$ cat src/hw/rtl/rse_ram.sv
`timescale 1ns / 1ps
`default_nettype none
// ----------------------------------------------------------------------------
// rse_ram: generic single-write, single-read RAM
// One write port and one read port with registered read data.
// ----------------------------------------------------------------------------
module rse_ram #(
    parameter int WIDTH = 32,
    parameter int DEPTH = 128
) (
    input  wire logic                                   i_clk,
    input  wire logic                                   i_we,
    input  wire logic [((DEPTH > 1) ? $clog2(DEPTH) : 1)-1:0] i_waddr,
    input  wire logic [WIDTH-1:0]                       i_wdata,
    input  wire logic                                   i_re,
    input  wire logic [((DEPTH > 1) ? $clog2(DEPTH) : 1)-1:0] i_raddr,
    output logic      [WIDTH-1:0]                       o_rdata
);

    logic [WIDTH-1:0] r_mem [DEPTH];
    logic [WIDTH-1:0] r_rdata;

    // Write port
    always_ff @(posedge i_clk) begin
        if (i_we) begin
            r_mem[i_waddr] <= i_wdata;
        end
    end

    // Registered read port
    always_ff @(posedge i_clk) begin
        if (i_re) begin
            r_rdata <= r_mem[i_raddr];
        end
    end

    assign o_rdata = r_rdata;

endmodule
`default_nettype wire

$ cat config.mk
export PLATFORM = sky130hd
export DESIGN_NAME = rse_ram
export DESIGN_NICKNAME = d
export VERILOG_FILES = /design/src/hw/rtl/rse_ram.sv
export SDC_FILE = /design/constraint.sdc
export NUM_CORES = 2
export LEC_CHECK = 0
export BUFFER_PORTS_ARGS = -buffer_cell sky130_fd_sc_hd__buf_2
export CAP_MARGIN = 0
export CORE_MARGIN = 5
export CORE_UTILIZATION = 40
export CTS_CLUSTER_DIAMETER = 30
export CTS_CLUSTER_SIZE = 24
export DETAILED_ROUTE_END_ITERATION = 7
export SYNTH_ARGS = -nofsm -noshare
export SYNTH_HDL_FRONTEND = slang
export SYNTH_SLANG_ARGS = --single-unit
$ cat constraint.sdc
create_clock -name i_clk -period 4.29 [get_ports i_clk]
set_input_delay 0.2145 -clock i_clk [delete_from_list [all_inputs] [get_ports i_clk]]
set_output_delay 0.2145 -clock i_clk [all_outputs]
set_load 0.1 [all_outputs]
==> results by group <==
Floorplanning
  • Die area: 0.404 mm2
  • Die Ht: 636 um
  • Rows: 229
  • Core ar.: 0.390 mm2
  • Starting Density: 0.402
  • Die Wd: 636 um
  • Io pins: 81

Pwr
  • Max VDD drop: 0.000462 V
  • Cell Pwr Density: 536 mW/mm2
  • Total power: 102 mW
  • Leak: 59.1 nW

Worst hold path
  • Beginning of the worst hold path: i_raddr[6]
  • HP Class: input port to flip-flop

Drt
  • Vias: 73900
  • Routed vias/inst: 5.87
  • Drt wl/cell: 35.2 um
  • Post-route ant nets: 0
  • Total wire length: 443000 um
  • Drt pass-1 iters: 5
  • Initial DRC count: 10200
  • Drc violations: 0

Critical path
  • Crit. End Element: flip-flop
  • Cell Chain, Critical Path: mux4_2, mux4_2, mux4_2, mux2_2
  • Cell mode on critical path: mux4_2
  • Worst path max stage delay: 0.72 ns
  • CP Max Fanout: 1
  • FF-to-FF setup slack: 1.44 ns
  • Req. time, crit path: 5.05 ns
  • Worst r2r src: r_mem[95][31]
  • Setup crit start: r_mem[95][31]
  • Worst Path Buf+Inv: 0
  • Critical Path AT: 3.61 ns
  • Slowest stage cell on the critical path: mux4_2
  • Setup crit start kind: flip-flop
  • CP top delay family: multiplexers
  • Setup CP Type: flip-flop to flip-flop

Yosys
  • Yosys warnings: 0
  • Syn_area_per_cell: 26.1 um2
  • Register area share after synthesis: 0.792
  • Unique cell type count in the Yosys netlist: 16
  • Cell count after synthesis: 5990
  • Flops & latches, synth: 4128
  • Syn Nets: 6039
  • Mapped cell area: 0.157 mm2

Finish
  • Area Overhead vs Synth: 20.9%
  • Final non-filler cell area: 0.189 mm2
  • Final #Nets: 6844
  • Share of layout cells above drive strength 1: 0.411
  • Filler cells: 30600

Place
  • Port Buf Inserts: 80
  • Cell Area, Placed: 0.167 mm2
  • DP Wirelength: 249000 um
  • RD Place Congestion: 0.815
  • Post-Place Worst Slack: 0.473 ns

Job
  • Max_cap viols: 0

Clock tree
  • CTS Buf Count: 641
  • Root Buffer: clkbuf_16
  • Clk Latency, worst-skew pair: 1.03 ns
  • CTS Buffer Depth: 4
  • CTS tree: built
  • TritonCTS Sinks: 4128
  • Htree depth: 6
  • Post-CTS Resized: 0
  • CTS clock-pin slew for the worst setup and hold paths: 0.05 ns

STA
  • Slew HR: 0.106
  • Final slew viol count: 0
  • Final setup violation count: 0
  • Period minus WS final: 2.85 ns
  • Fmax: 351 MHz
  • Max Clock Skew: 0.0511 ns
  • Setup WS post-layout: 1.44 ns
  • Actual slew at the worst max-slew pin: 1.34 ns
  • RSZ-0062 raised after global routing: false
  • Total negative slack: 0 ns
  • Final Cycle Share: 0.664
  • Count of final hold-check violations: 0

Outcome
  • Status: complete, no violations

Global route
  • GR Util All Layers: 0.216
  • Initial antenna violation count: 62
  • Largest net degree at the start of global routing: 98
  • Congestion Overflow GR: 0
  • Vias in the first global route: 74800
  • First-pass GRT wire length: 609000 um
==> metal layers <==
| layer | GRT usage | routed length (um) | vias up |
|---|---|---|---|
| met5 | 0 | 167 | - |
| met4 | 0.0773 | 15800 | 24 |
| met3 | 0.0418 | 40600 | 714 |
| met2 | 0.345 | 215000 | 4051 |
| met1 | 0.297 | 171000 | 40700 |
| li1 | - | - | 28400 |
==> worst paths after layout <==
check	to	cells past startpoint
hold reg to reg	o_rdata[5]	4
hold / removal	o_rdata[30]	3
setup reg to reg	o_rdata[31]	4
setup / recovery	o_rdata[31]	4
==> report_power, final <==
group          internal (mW)  total, mW  leakage (nW)  switching [mW]
combinational           1.72       4.76          11.5            3.04
sequential              44.7       44.8          37.1           0.173
clock                   32.6       52.0          10.5            19.4
total                   79.0        102          59.1            22.6
==> kinds of logic after synthesis <==
kind of cell | synth area share
flops | 0.792
mux | 0.196
buf+inv | 0.00837
simple gates | 0.00445
==> tightest hold or removal path: stages <==
cell    delay (ns)
buf_4         0.24
mux4_2        0.32
mux2_2        0.15
==> cell usage after synthesis <==
cell type / count / area, um2
buf_1: 50 / 188
buf_2: 79 / 395
buf_4: 3 / 22.5
buf_6: 2 / 22.5
clkbuf_1: 182 / 683
edfxtp_1: 4128 / 124000
mux2_2: 32 / 360
mux4_2: 1344 / 30300
nand2_1: 14 / 52.6
nand2b_1: 2 / 12.5
nand3_1: 12 / 60.1
nand4_1: 3 / 18.8
nor2_1: 122 / 458
nor2b_1: 7 / 43.8
nor3_1: 9 / 45.0
or3_1: 1 / 6.26
==> cells in the final DEF, fill, tap and decap left out <==
cell type / Yosys / layout
clkinv_2: 0 / 96
clkinv_4: 0 / 49
mux4_2: 1344 / 1344
clkinvlp_4: 0 / 91
mux2_2: 32 / 32
edfxtp_1: 4128 / 4128
bufinv_16: 0 / 77
diode_2: 0 / 49
inv_16: 0 / 12
clkbuf_1: 182 / 54
dlygate4sd3_1: 0 / 35
buf_2: 79 / 42
inv_8: 0 / 6
nand2b_1: 2 / 2
buf_12: 0 / 76
clkinv_16: 0 / 12
buf_4: 3 / 321
nand3_1: 12 / 8
clkbuf_16: 0 / 645
nor3_2: 0 / 9
inv_6: 0 / 59
nor2_1: 122 / 3
nand3_2: 0 / 4
buf_8: 0 / 3
nor2_4: 0 / 119
nand2_2: 0 / 3
buf_6: 2 / 1
or3_1: 1 / 1
nand4_1: 3 / 3
clkinv_8: 0 / 17
clkinv_1: 0 / 71
nand2_1: 14 / 11
nor2b_1: 7 / 7
==> cell type report <==
cell class / instances / area [um2] / area share
Multi-Input combinational cell: 1546 / 32300 / 0.170
Sequential cell: 4128 / 124000 / 0.654
Clock inverter: 490 / 5630 / 0.0297
Tap cell: 5197 / 6500 / 0.0343
Clock buffer: 699 / 16300 / 0.0863
Antenna cell: 49 / 123 / 0.000647
Timing Repair Buffer: 478 / 4550 / 0.0240
==> registers in the layout (all words and copies together), names as in the netlist <==
signal and cells:
o_rdata 32, r_mem 4096
==> metrics by stage <==
stage               hold WS [ns]  instances  utilization
floorplan                  0.313       5990            -
global placement           0.522      11300        0.428
detailed placement         0.543      11300        0.428
CTS                      0.00767      12500        0.486
global route              0.0620      12600        0.486
finish                    0.0758      12600        0.486
==> what timing repair did <==
action	in CTS	in global routing
endpoints found under the hold margin	2162	0
buffers inserted	0	0
endpoints found under the setup margin	0	0
hold buffers	35	0
Power figures use the tool's default switching activity.
