[src/hw/rtl/rse_pkg.sv]
`timescale 1ns / 1ps
`default_nettype none
// ----------------------------------------------------------------------------
// rse_pkg: shared types, constants and microcode for the RPN stack evaluator
// Beat types, command codes, divider handshake and the control-word table.
// ----------------------------------------------------------------------------
package rse_pkg;

    // Stack geometry
    localparam int STACK_DEPTH = 128;
    localparam int CNT_W       = $clog2(STACK_DEPTH + 1);
    localparam int IDX_W       = (STACK_DEPTH > 1) ? $clog2(STACK_DEPTH) : 1;

    // Q16.16 format and divider sizing
    localparam int Q_W       = 32;
    localparam int FRAC_W    = 16;
    localparam int DVD_W     = Q_W + FRAC_W;
    localparam int DIV_STEPS = DVD_W;
    localparam int DCNT_W    = $clog2(DIV_STEPS + 1);

    localparam logic signed [63:0] Q_MAX = 64'sd2147483647;
    localparam logic signed [63:0] Q_MIN = -64'sd2147483648;
    localparam logic signed [63:0] RND_HALF = 64'sd32768;

    // Token codes
    typedef enum logic [2:0] {
        CMD_PUSH    = 3'd0,
        CMD_ADD     = 3'd1,
        CMD_SUB     = 3'd2,
        CMD_MUL     = 3'd3,
        CMD_DIV     = 3'd4,
        CMD_PRINT   = 3'd5,
        CMD_UNKNOWN = 3'd6
    } t_cmd;

    // Input and result beats
    typedef struct packed {
        logic [2:0]        command;
        logic signed [31:0] value;
    } t_in;

    typedef struct packed {
        logic signed [31:0] shown_value;
        logic              shown;
        logic              underflow;
        logic              overflow;
        logic              divide_by_zero;
        logic              unknown_command;
        logic              saturated;
    } t_out;

    // Divider handshake
    typedef struct packed {
        logic              start;
        logic signed [31:0] dividend;
        logic signed [31:0] divisor;
    } t_div_req;

    typedef struct packed {
        logic              busy;
        logic              neg;
        logic [DVD_W-1:0]  quotient;
    } t_div_rsp;

    // Microcode control word
    typedef enum logic [4:0] {
        ACT_NOP,
        ACT_PUSH_IN,
        ACT_POP,
        ACT_LATCH_B,
        ACT_LATCH_A,
        ACT_ADD,
        ACT_SUB,
        ACT_MUL,
        ACT_MAG,
        ACT_RND,
        ACT_SGN,
        ACT_CLAMP_PUSH,
        ACT_DIV_START,
        ACT_DIV_DONE,
        ACT_DIVZ,
        ACT_SHOW,
        ACT_UNK
    } t_act;

    typedef enum logic [2:0] {
        SEQ_NEXT,
        SEQ_JMP,
        SEQ_JOP,
        SEQ_JBZ,
        SEQ_WAIT,
        SEQ_END
    } t_seq;

    localparam int PC_W = 5;

    typedef struct packed {
        t_act            act;
        t_seq            seq;
        logic [PC_W-1:0] target;
    } t_uop;

    // Program entry points
    localparam logic [PC_W-1:0] PC_PUSH     = 5'd0;
    localparam logic [PC_W-1:0] PC_BIN      = 5'd1;
    localparam logic [PC_W-1:0] PC_ADD      = 5'd5;
    localparam logic [PC_W-1:0] PC_SUB      = 5'd6;
    localparam logic [PC_W-1:0] PC_MUL      = 5'd7;
    localparam logic [PC_W-1:0] PC_CLAMP    = 5'd11;
    localparam logic [PC_W-1:0] PC_DIV      = 5'd12;
    localparam logic [PC_W-1:0] PC_DIV_WAIT = 5'd18;
    localparam logic [PC_W-1:0] PC_DIVZ     = 5'd20;
    localparam logic [PC_W-1:0] PC_PRINT    = 5'd21;
    localparam logic [PC_W-1:0] PC_UNK      = 5'd23;
    localparam logic [PC_W-1:0] PC_NONE     = 5'd0;

    // Control store
    function automatic t_uop f_rom(input logic [PC_W-1:0] pc);
        t_uop u;
        case (pc)
            5'd0:    u = '{ACT_PUSH_IN,    SEQ_END,  PC_NONE};
            5'd1:    u = '{ACT_POP,        SEQ_NEXT, PC_NONE};
            5'd2:    u = '{ACT_LATCH_B,    SEQ_NEXT, PC_NONE};
            5'd3:    u = '{ACT_POP,        SEQ_NEXT, PC_NONE};
            5'd4:    u = '{ACT_LATCH_A,    SEQ_JOP,  PC_NONE};
            5'd5:    u = '{ACT_ADD,        SEQ_JMP,  PC_CLAMP};
            5'd6:    u = '{ACT_SUB,        SEQ_JMP,  PC_CLAMP};
            5'd7:    u = '{ACT_MUL,        SEQ_NEXT, PC_NONE};
            5'd8:    u = '{ACT_MAG,        SEQ_NEXT, PC_NONE};
            5'd9:    u = '{ACT_RND,        SEQ_NEXT, PC_NONE};
            5'd10:   u = '{ACT_SGN,        SEQ_JMP,  PC_CLAMP};
            5'd11:   u = '{ACT_CLAMP_PUSH, SEQ_END,  PC_NONE};
            5'd12:   u = '{ACT_POP,        SEQ_NEXT, PC_NONE};
            5'd13:   u = '{ACT_LATCH_B,    SEQ_NEXT, PC_NONE};
            5'd14:   u = '{ACT_NOP,        SEQ_JBZ,  PC_DIVZ};
            5'd15:   u = '{ACT_POP,        SEQ_NEXT, PC_NONE};
            5'd16:   u = '{ACT_LATCH_A,    SEQ_NEXT, PC_NONE};
            5'd17:   u = '{ACT_DIV_START,  SEQ_NEXT, PC_NONE};
            5'd18:   u = '{ACT_NOP,        SEQ_WAIT, PC_NONE};
            5'd19:   u = '{ACT_DIV_DONE,   SEQ_JMP,  PC_CLAMP};
            5'd20:   u = '{ACT_DIVZ,       SEQ_END,  PC_NONE};
            5'd21:   u = '{ACT_POP,        SEQ_NEXT, PC_NONE};
            5'd22:   u = '{ACT_SHOW,       SEQ_END,  PC_NONE};
            default: u = '{ACT_UNK,        SEQ_END,  PC_NONE};
        endcase
        return u;
    endfunction

    // Entry step for a token
    function automatic logic [PC_W-1:0] f_entry(input logic [2:0] cmd);
        logic [PC_W-1:0] pc;
        case (cmd)
            CMD_PUSH:  pc = PC_PUSH;
            CMD_ADD:   pc = PC_BIN;
            CMD_SUB:   pc = PC_BIN;
            CMD_MUL:   pc = PC_BIN;
            CMD_DIV:   pc = PC_DIV;
            CMD_PRINT: pc = PC_PRINT;
            default:   pc = PC_UNK;
        endcase
        return pc;
    endfunction

    // Operator step after both operands are in
    function automatic logic [PC_W-1:0] f_op_target(input logic [2:0] cmd);
        logic [PC_W-1:0] pc;
        case (cmd)
            CMD_ADD: pc = PC_ADD;
            CMD_SUB: pc = PC_SUB;
            default: pc = PC_MUL;
        endcase
        return pc;
    endfunction

    function automatic logic signed [63:0] f_sext(input logic signed [31:0] v);
        return {{32{v[31]}}, v};
    endfunction

endpackage
`default_nettype wire

[src/hw/rtl/rse_div.sv]
`timescale 1ns / 1ps
`default_nettype none
// ----------------------------------------------------------------------------
// rse_div: iterative Q16.16 divider
// Restoring division of |dividend| * 2^16 by |divisor|, one quotient bit
// per cycle; the sign is returned beside the magnitude.
// ----------------------------------------------------------------------------
module rse_div (
    input  wire logic              i_clk,
    input  wire logic              i_rst_n,
    input  wire rse_pkg::t_div_req i_req,
    output rse_pkg::t_div_rsp      o_rsp
);
    import rse_pkg::*;

    logic              r_busy;
    logic              r_neg;
    logic [DCNT_W-1:0] r_cnt;
    logic [Q_W-1:0]    r_dvs;
    logic [Q_W-1:0]    r_rem;
    logic [DVD_W-1:0]  r_quo;

    logic [Q_W:0]      a_ext;
    logic [Q_W:0]      b_ext;
    logic [Q_W-1:0]    a_mag;
    logic [Q_W-1:0]    b_mag;
    logic [Q_W:0]      shifted;
    logic              ge;
    logic [Q_W:0]      diff;

    // Operand magnitudes
    always_comb begin
        a_ext = {i_req.dividend[31], i_req.dividend};
        b_ext = {i_req.divisor[31], i_req.divisor};
        a_mag = i_req.dividend[31] ? Q_W'(-a_ext) : Q_W'(a_ext);
        b_mag = i_req.divisor[31]  ? Q_W'(-b_ext) : Q_W'(b_ext);
    end

    // One trial subtraction per cycle
    always_comb begin
        shifted = {r_rem, r_quo[DVD_W-1]};
        ge      = (shifted >= {1'b0, r_dvs});
        diff    = shifted - {1'b0, r_dvs};
    end

    // Control
    always_ff @(posedge i_clk) begin
        if (!i_rst_n) begin
            r_busy <= 1'b0;
            r_cnt  <= '0;
        end else if (i_req.start) begin
            r_busy <= 1'b1;
            r_cnt  <= DCNT_W'(DIV_STEPS);
        end else if (r_busy) begin
            r_cnt <= r_cnt - DCNT_W'(1);
            if (r_cnt == DCNT_W'(1)) begin
                r_busy <= 1'b0;
            end
        end
    end

    // Datapath
    always_ff @(posedge i_clk) begin
        if (i_req.start) begin
            r_neg <= i_req.dividend[31] ^ i_req.divisor[31];
            r_dvs <= b_mag;
            r_rem <= '0;
            r_quo <= {a_mag, {FRAC_W{1'b0}}};
        end else if (r_busy) begin
            r_rem <= ge ? diff[Q_W-1:0] : shifted[Q_W-1:0];
            r_quo <= {r_quo[DVD_W-2:0], ge};
        end
    end

    assign o_rsp.busy     = r_busy;
    assign o_rsp.neg      = r_neg;
    assign o_rsp.quotient = r_quo;

endmodule
`default_nettype wire

[config.mk]
export PLATFORM = sky130hd
export DESIGN_NAME = rse_div
export DESIGN_NICKNAME = d
export VERILOG_FILES = /design/src/hw/rtl/rse_pkg.sv /design/src/hw/rtl/rse_div.sv
export SDC_FILE = /design/constraint.sdc
export NUM_CORES = 1
export LEC_CHECK = 0
export ABC_AREA = 1
export BUFFER_PORTS_ARGS = -buffer_cell sky130_fd_sc_hd__buf_2
export CELL_PAD_IN_SITES_DETAIL_PLACEMENT = 0
export CELL_PAD_IN_SITES_GLOBAL_PLACEMENT = 2
export CORE_MARGIN = 1
export CORE_UTILIZATION = 29
export DETAILED_ROUTE_END_ITERATION = 10
export PLACE_DENSITY_LB_ADDON = 0.15
export SYNTH_ARGS = -nofsm -noshare
export SYNTH_HDL_FRONTEND = slang
export SYNTH_SLANG_ARGS = --single-unit
[constraint.sdc]
create_clock -name i_clk -period 2.3 [get_ports i_clk]
set_clock_uncertainty 0.05 [all_clocks]
set_input_delay 0.345 -clock i_clk [delete_from_list [all_inputs] [get_ports i_clk]]
set_output_delay 0.345 -clock i_clk [all_outputs]
set_load 0.02 [all_outputs]
==> impl_metrics.tcl, run 1 <==
set metrics [dict create \
    cap_viol_max_count 0 \
    cp_data_arrival_time_ns 2.45 \
    regArea_um2 3053 \
    synth_warnings 0 \
    clkTransAtPathRegs_ns 0.07 \
    seqPwrFrac_pct 38.8 \
    path_class "register to register" \
    timing.final.crit_share_pct 94.59 \
    synth-seq-area-share_pct 34.20 \
    crit_path_cell_trace "inv_1, ha_2, fa_2, nor2_1, or2_2, nand2_1, nand3_4, nand2_1, nand3_1, nand2_1, nand2_1, nand3_1, nand2_1" \
    switching_share_pct 32.40 \
    rsz0062_at_grt "true" \
    place.gp.congestion 0.8654 \
    setup_viol_count_final 0 \
    vdd_drop_max_v 0.0004746 \
    route.vias.total 8768 \
    mappedNetlistArea_um2 8927 \
    cts_made_buffers 17 \
    crit_fanout 3 \
    cts.sinks 120 \
    route.detailed.drc 0 \
    synth_seq_cells 120 \
    rows 63 \
    synth_fp_nets 1447 \
    fmax_mhz 459.7 \
    numPortBuffers 116 \
    dr.pass1.iters 5 \
    gr-total-overflow 0 \
    place_ws_ns -0.1221 \
    grt_max_degree 56 \
    timing.critical_path.mode_cell "nand2_1" \
    nNetsFinal 1622 \
    synthFlopType "edfxtp_1" \
    drive_gt1_share_pct 21.23 \
    clkPwrFrac_pct 42.3 \
    coreArea_um2 29950 \
    slew_headroom_pct 62.27 \
    io_pins 117 \
    start_util_pct 29.80 \
    cts_tree "done" \
    ctsLongestPathBuffers 2 \
    worst_pin_slew_ns 0.5653 \
    power_frac_comb_pct 19.0 \
    startpoint_type "register" \
    grtUsageTotal_pct 20.32 \
    worst_slack_ns 0.1245 \
    switchingPower_mw 2.076 \
    yosysUniqueCellTypes 47 \
    hpwl_um 24720 \
    ys_async_sr_fraction_pct 0 \
    hold_viol 0 \
    slew_viol_final 0 \
    hold_class "primary input to register" \
    status "finished, final reports clean" \
    die-area_um2 31490 \
    post-route-min-period_ns 2.175 \
    fin_util_pct 38.46 \
    powerDensity_nw_per_um2 556.2 \
    grt_pass1_wl_um 48670 \
    die_w_um 177.5 \
    grt_antenna_before_repair 8 \
    fillCellCount 3288 \
    p_int_mw 4.331 \
    worstSetupEndpointType "register" \
    synth_edf_count 65 \
    multiInputGateArea_um2 5281 \
    first_global_vias 8839 \
    synthToLayoutAreaGrowth_pct 29.04 \
    wirelength_um 30630 \
    dieHeight_um 177.5 \
    worstPathRequired_ns 2.58 \
    wl_per_cell_um 15.92 \
    insertion_delay_ns 0.43 \
    cp_slowest_cell "edfxtp_1" \
    ctsHtreeMaxLevel 4 \
    power.leakage_nw 5.767 \
    syn_inst 1343 \
    root_buffer "clkbuf_16" \
    drtAntennaViolNets 0 \
    syn_avg_cell_area_um2 6.647 \
    vias_per_cell 4.557 \
    cpPeakStageDelay_ns 0.39 \
    drt_iter0_drc 396 \
    hold_slack_ns 0.05477 \
]
## per-stage QoR
stage | area, um2 | setup TNS [ns] | total power [mW] | std cells
4_1_cts | 11040 | 0 | 6.386 | 1919
6_report | 11520 | 0 | 6.407 | 1924
3_3_place_gp | 10420 | -1.140 | 3.654 | 1887
2_1_floorplan | 8929 | 0 | 3.169 | 1343
3_5_place_dp | 10420 | -0.4959 | 3.647 | 1887
5_1_grt | 11520 | -0.001875 | 6.706 | 1924
## cell usage in the layout, fill, tap and decap left out, types with 19 or more instances in the layout
cell | Yosys | routed
a21oi_1 | 35 | 28
buf_2 | 5 | 116
buf_4 | 4 | 64
dfxtp_1 | 55 | 55
edfxtp_1 | 65 | 65
ha_4 | 0 | 19
inv_1 | 233 | 231
nand2_1 | 467 | 447
nand2_2 | 10 | 27
nand3_1 | 98 | 94
nand3b_1 | 31 | 31
nor2_1 | 94 | 82
o21ai_0 | 44 | 44
xnor2_1 | 23 | 23
xor2_1 | 21 | 21
## area by class of cell
| type | instances | area share [%] |
|---|---|---|
| antenna | 3 | 0.06517 |
| clock buffer | 17 | 3.693 |
| clock inverter | 15 | 1.466 |
| inverter | 236 | 7.690 |
| multi-input combinational | 954 | 45.85 |
| sequential | 120 | 26.50 |
| tap | 390 | 4.236 |
| timing repair buffer | 189 | 10.50 |
## final timing paths
kind | start | to | slack, ns | cells after the start
max | r_quo[47]$_DFFE_PP_ | r_rem[28]$_SDFFE_PP0P_ | 0.12 | 13
min | i_req[0] | r_dvs[0]$_DFFE_PP_ | 0.05 | 1
max reg2reg | r_quo[47]$_DFFE_PP_ | r_rem[28]$_SDFFE_PP0P_ | 0.12 | 13
min reg2reg | r_rem[29]$_SDFFE_PP0P_ | r_rem[29]$_SDFFE_PP0P_ | 0.43 | 2
## power groups by stage
stage / clock network (mW) / logic (mW) / registers [mW]
floorplan: 0 / 0.581 / 2.59
global placement: 0 / 1.12 / 2.53
detailed placement: 0 / 1.12 / 2.53
CTS: 2.78 / 1.12 / 2.49
global route: 2.86 / 1.34 / 2.50
finish: 2.71 / 1.21 / 2.48
## Yosys cell counts (16+ instances only)
cell      number  share of area (%)
a21oi_1       35                2.0
nand2_1      467                 20
inv_1        233                9.8
dfxtp_1       55                 12
edfxtp_1      65                 22
nand3b_1      31                2.6
ha_1          36                5.0
nand4_1       16                1.1
xnor2_1       23                2.3
nand3_1       98                5.5
clkbuf_1      19               0.80
o21ai_0       44                2.5
nor2_1        94                4.0
o22ai_1       16                1.1
xor2_1        21                2.1
## routing by layer
layer	up-vias	share of wire (%)	track usage, %
met5	-	0.18	0
met4	10	1.3	4.986
met3	35	4.4	4.027
met2	170	46	34.13
met1	3949	48	26.51
li1	4604	-	-
## sequential cells by signal, indices dropped and copies added (netlist names)
name,flops
r_busy,1
r_cnt,6
r_dvs,32
r_neg,1
r_quo,48
r_rem,32
## timing repair
action | 4_1_cts | 5_1_grt
setup endpoints to repair | 20 | 32
pin swaps | 0 | 4
gates resized for setup | 6 | 92
hold endpoints to repair | 0 | 0
buffers inserted | 0 | 2
hold buffers | 0 | 0
## cell families (layout without fill, tap and decap cells)
family / Yosys count / in the layout / share of synthesized area, %
AO/OA/AOI/OAI: 117 / 117 / 7.400
XOR/XNOR: 44 / 44 / 4.317
adder cells (fa/ha/maj): 37 / 37 / 5.270
buffers and inverters: 269 / 457 / 11.80
flip-flops: 120 / 120 / 34.20
other: 0 / 3 / 0
AND/OR/NAND/NOR: 756 / 756 / 37.01
## critical path, delay by kind of cell (launching register included)
| kind | cells | cell delay [ns] |
|---|---|---|
| fa+ha+maj | 2 | 0.46 |
| flops | 1 | 0.39 |
| buf+inv | 1 | 0.12 |
| simple gates | 10 | 1.04 |
No activity file was read; power rests on OpenSTA's default activity.
==> run 2, diff against run 1 <==
Settings changed: CORE_ASPECT_RATIO from default to 1.25.
==> run 2 against run 1 <==
Against the previous run: register-to-register slack got worse by 0.03 ns; clock power about the same; critical endpoint is now r_rem[26]$_SDFFE_PP0P_; utilization decreased by 0.81 points; global-route usage decreased by 0.35 points; largest cell class unchanged; setup slack got worse by 0.027 ns; sequential power about the same; critical path type unchanged.
==> impl_metrics.tcl, run 2 (synthesized netlist as in run 1, its figures left out) <==
set metrics [dict create \
    status "finished, final reports clean" \
    setup_tns_ns 0 \
    largestRegisters "r_quo (48), r_dvs (32), r_rem (32)" \
    startpoint_type "register" \
    rows 71 \
    hold_class "primary input to register" \
    root_buffer "clkbuf_16" \
    numPortBuffers 116 \
    switching_share_pct 29.89 \
    fmax_mhz 454.1 \
    post-route-min-period_ns 2.202 \
    wirelength_um 31210 \
    layout_common_cells "nand2_1, inv_1, buf_2" \
    fin_total_pwr_mw 6.354 \
    io_pins 117 \
    ctsHtreeMaxLevel 4 \
    grt_max_degree 49 \
    worstPathRequired_ns 2.57 \
    p_int_mw 4.455 \
    worst_slack_ns 0.09782 \
    hold_viol 0 \
    route.detailed.drc 0 \
    clkTransAtPathRegs_ns 0.06 \
    place.gp.congestion 0.8798 \
    cts.sinks 120 \
    cp_data_arrival_time_ns 2.47 \
    clkPwrFrac_pct 42.4 \
    dpl_cell_area_um2 10300 \
    start_util_pct 29.56 \
    powerDensity_nw_per_um2 558.7 \
    insertion_delay_ns 0.43 \
    drt_iter0_drc 407 \
    dr.pass1.iters 4 \
    coreArea_um2 30200 \
    drtAntennaViolNets 0 \
    wl_per_cell_um 16.21 \
    fin_area_um2 11370 \
    vias_per_cell 4.583 \
    seqPwrFrac_pct 39.1 \
    crit_fanout 16 \
    place_ws_ns -0.2346 \
    power.leakage_nw 5.711 \
    route.vias.total 8822 \
    synthToLayoutAreaGrowth_pct 27.39 \
    regArea_um2 3053 \
    grt_pass1_wl_um 47930 \
    worstSetupEndpointType "register" \
    vdd_drop_max_v 0.0005349 \
    nNetsFinal 1611 \
    top_register "r_quo" \
    cts_tree "done" \
    die-area_um2 31490 \
    ctsLongestPathBuffers 2 \
    grt_antenna_before_repair 6 \
    largest_reg_flops 48 \
    path_class "register to register" \
    drive_gt1_share_pct 19.93 \
    first_global_vias 8871 \
    hpwl_um 24290 \
    die_w_um 158.9 \
    cts_made_buffers 17 \
    multiInputGateArea_um2 5186 \
    dieHeight_um 198.2 \
    hold_buffers 0 \
    power_frac_comb_pct 18.5 \
    slew_headroom_pct 63.10 \
    final_common_cell "nand2_1" \
    setup_viol_count_final 0 \
    grtUsageTotal_pct 19.97 \
    switchingPower_mw 1.899 \
    slew_viol_final 0 \
    fillCellCount 3372 \
    worst_pin_slew_ns 0.5529 \
    cap_viol_max_count 0 \
    gr-total-overflow 0 \
    timing.final.crit_share_pct 95.75 \
]
run 2: layout make-up:
| type | count | share of cell area, % |
|---|---|---|
| antenna | 4 | 0.08802 |
| clock buffer | 22 | 4.555 |
| clock inverter | 10 | 0.6931 |
| inverter | 236 | 7.790 |
| multi-input combinational | 954 | 45.60 |
| sequential | 120 | 26.85 |
| tap | 401 | 4.412 |
| timing repair buffer | 178 | 10.01 |
run 2: what timing repair did:
item,in CTS,in global routing
gates cloned,0,2
gates resized for setup,5,74
setup endpoints to repair,32,33
pin swaps,1,8
setup buffers,0,3
run 2: routing by layer:
| metal | GRT usage [%] | part of all wire (%) |
|---|---|---|
| met3 | 4.273 | 4.0 |
| met5 | 0 | 0.093 |
| met4 | 8.191 | 2.6 |
| met2 | 36.71 | 52 |
| met1 | 22.25 | 41 |
run 2: path summary, 6_finish.rpt:
| path | end | startpoint | slack [ns] | depth (start not counted) |
|---|---|---|---|---|
| setup reg to reg | r_rem[26]$_SDFFE_PP0P_ | r_dvs[27]$_DFFE_PP_ | 0.1 | 14 |
| setup / recovery | r_rem[26]$_SDFFE_PP0P_ | r_dvs[27]$_DFFE_PP_ | 0.1 | 14 |
| hold / removal | r_dvs[0]$_DFFE_PP_ | i_req[0] | 0.08 | 1 |
| hold reg to reg | r_rem[2]$_SDFFE_PP0P_ | r_rem[2]$_SDFFE_PP0P_ | 0.42 | 2 |
run 2: critical path, cell delays in order, from the launching register on:
cell      delay [ns]
edfxtp_1        0.32
inv_1           0.04
ha_1            0.35
nand2_1         0.13
nor2_4          0.17
nand2_1         0.08
nor2_2          0.14
nand3_2         0.13
nand3_2         0.14
nor2_8          0.08
nand2_8         0.08
buf_12          0.15
nand3_1         0.10
nand2_1         0.08
nand2_1         0.04
run 2: stage by stage:
stage	utilization [%]	hold WS (ns)	instances
global placement	34.12	0.4088	1884
global route	37.63	0.04929	1922
floorplan	-	0.3928	1343
detailed placement	34.12	0.4099	1884
finish	37.65	0.07932	1925
CTS	36.15	0.05578	1916
run 2: power by group through the flow:
stage          clock (mW)  sequential [mW]  combinational, mW
2_1_floorplan           0             2.59              0.581
3_3_place_gp            0             2.52               1.11
3_5_place_dp            0             2.53               1.10
4_1_cts              2.78             2.48               1.10
5_1_grt              2.87             2.50               1.30
6_report             2.70             2.48               1.17
==> run 3, diff against run 2 <==
Settings changed: ABC_CLOCK_PERIOD_IN_PS from default to 2300, CELL_PAD_IN_SITES_DETAIL_PLACEMENT 0 to default, CELL_PAD_IN_SITES_GLOBAL_PLACEMENT 2 to default, CORE_UTILIZATION 29 to 40.
==> run 3 against run 2 <==
Against the previous run: count of clock-buffer cells in the layout is 5 lower; via count about the same; sequential cell count unchanged; wire length fell by 11%; fmax is essentially flat; setup slack got worse by 0.0020 ns; utilization up 13 points; critical path type unchanged; largest cell class unchanged; highest routed layer unchanged.
==> impl_metrics.tcl, run 3 (synthesized netlist as in run 1, its figures left out) <==
set metrics [dict create \
    status "finished, final reports clean" \
    post-route-min-period_ns 2.204 \
    hold_slack_ns 0.06417 \
    cpPeakStageDelay_ns 0.36 \
    largestRegisters "r_quo (48), r_dvs (32), r_rem (32)" \
    hpwl_um 21230 \
    wl_per_cell_um 15.55 \
    synthToLayoutAreaGrowth_pct 22.86 \
    fmax_mhz 453.7 \
    fillCellCount 2200 \
    regArea_um2 3053 \
    switchingPower_mw 1.969 \
    cts_made_buffers 17 \
    dr.pass1.iters 5 \
    seqPwrFrac_pct 39.9 \
    top_register "r_quo" \
    cp_slowest_cell "ha_1" \
    drt_iter0_drc 443 \
    path_class "register to register" \
    clkTransAtPathRegs_ns 0.06 \
    multiInputGateArea_um2 5080 \
    powerDensity_nw_per_um2 567.0 \
    placed_cells 1742 \
    grt_pass1_wl_um 43370 \
    final_common_cell "nand2_1" \
    drive_gt1_share_pct 17.18 \
    setup_viol_count_final 0 \
    crit_fanout 8 \
    final_cells 1782 \
    startpoint_type "register" \
    vdd_drop_max_v 0.0005117 \
    switching_share_pct 31.66 \
    first_global_vias 8490 \
    cts_tree "done" \
    largest_reg_flops 48 \
    power_frac_comb_pct 17.7 \
    vias_per_cell 4.948 \
    wirelength_um 27720 \
    power.leakage_nw 5.624 \
    slew_viol_final 0 \
    drtAntennaViolNets 0 \
    grtUsageTotal_pct 24.58 \
    nNetsFinal 1593 \
    critical_path_buf_inv_count 2 \
    crit_path_cell_trace "inv_1, ha_1, nand2_1, nor2_2, nand2_2, nor2_4, nand3_2, nand3_4, nor2_8, nand2_8, clkbuf_16, nand3_1, nand2_1, nand2_1" \
    place.gp.congestion 0.9834 \
    hold_viol 0 \
    timing.final.crit_share_pct 95.83 \
    layout_common_cells "nand2_1, inv_1, buf_2" \
    dieHeight_um 169.0 \
    route.vias.total 8817 \
    worstPathRequired_ns 2.57 \
    grt_max_degree 34 \
    die_w_um 135.6 \
    timing.critical_path.mode_cell "nand2_1" \
    worstSetupEndpointType "register" \
    slew_headroom_pct 61.08 \
    rows 60 \
    gr-total-overflow 0 \
    die-area_um2 22920 \
    numPortBuffers 116 \
    cts.sinks 120 \
    route.detailed.drc 0 \
    io_pins 117 \
    ctsHtreeMaxLevel 4 \
    clkPwrFrac_pct 42.4 \
    crit_family "simple AND/OR/NAND/NOR gates" \
    coreArea_um2 21700 \
    cp_data_arrival_time_ns 2.47 \
    p_int_mw 4.250 \
    grt_antenna_before_repair 4 \
    ctsLongestPathBuffers 2 \
    worst_pin_slew_ns 0.5832 \
    hold_buffers 0 \
    insertion_delay_ns 0.43 \
    root_buffer "clkbuf_16" \
    start_util_pct 41.15 \
    hold_class "primary input to register" \
    cap_viol_max_count 0 \
]
## run 3: cell types whose count changed in the layout (fill, tap and decap cells not counted), moves of 4 or more
cell     change
nand2_1      +8
nand3_2      -6
nand3_1      +5
nand2_2      -8
inv_8        +5
inv_6        +4
nor2_2       -5
nor2_1       +5
buf_4       -19
ha_4         -4
ha_1         +7
## run 3: path summary, 6_finish.rpt
| path | from | endpoint | slack, ns | depth (start not counted) |
|---|---|---|---|---|
| worst max register to register | r_dvs[8]$_DFFE_PP_ | r_rem[25]$_SDFFE_PP0P_ | 0.1 | 14 |
| worst max-delay path | r_dvs[8]$_DFFE_PP_ | r_rem[25]$_SDFFE_PP0P_ | 0.1 | 14 |
| worst min register to register | r_rem[12]$_SDFFE_PP0P_ | r_rem[12]$_SDFFE_PP0P_ | 0.42 | 2 |
| worst min-delay path | i_req[0] | r_dvs[0]$_DFFE_PP_ | 0.06 | 1 |
## run 3: layer usage
metal | track usage, % | wire [um]
met5 | 0 | 23
met4 | 9.575 | 818
met3 | 5.391 | 1499
met2 | 43.28 | 14040
met1 | 28.64 | 11340
## run 3: area by class of cell
class | instances | area share, %
Multi-Input combinational cell | 954 | 46.32
Sequential cell | 120 | 27.83
Timing Repair Buffer | 160 | 9.332
Inverter | 236 | 8.077
Clock buffer | 17 | 3.879
Tap cell | 279 | 3.183
Clock inverter | 15 | 1.358
Antenna cell | 1 | 0.02282
## run 3: repair_timing
action,CTS,global route
pin swaps,0,6
cloned,0,4
endpoints found under the setup margin,33,33
gates resized for setup,2,45
buffers inserted,0,3
## run 3: per-stage QoR
| step | TNS [ns] | utilization [%] | worst slack, ns | power (mW) | instance area [um2] |
|---|---|---|---|---|---|
| floorplan | 0 | - | 0.2383 | 3.169 | 8929 |
| global placement | -1.726 | 46.16 | -0.07437 | 3.555 | 10010 |
| detailed placement | -0.8348 | 46.16 | -0.04920 | 3.556 | 10010 |
| CTS | 0 | 48.84 | 0.002925 | 6.201 | 10600 |
| global route | -0.007346 | 50.54 | -0.003727 | 6.476 | 10970 |
| finish | 0 | 50.55 | 0.09581 | 6.219 | 10970 |
## run 3: power groups by stage
stage	Sequential, mW	Clock [mW]	Combinational [mW]
final	2.48	2.64	1.10
after floorplan	2.59	0	0.581
after CTS	2.48	2.68	1.04
after global placement	2.52	0	1.03
after global routing	2.49	2.77	1.22
after detailed placement	2.52	0	1.03
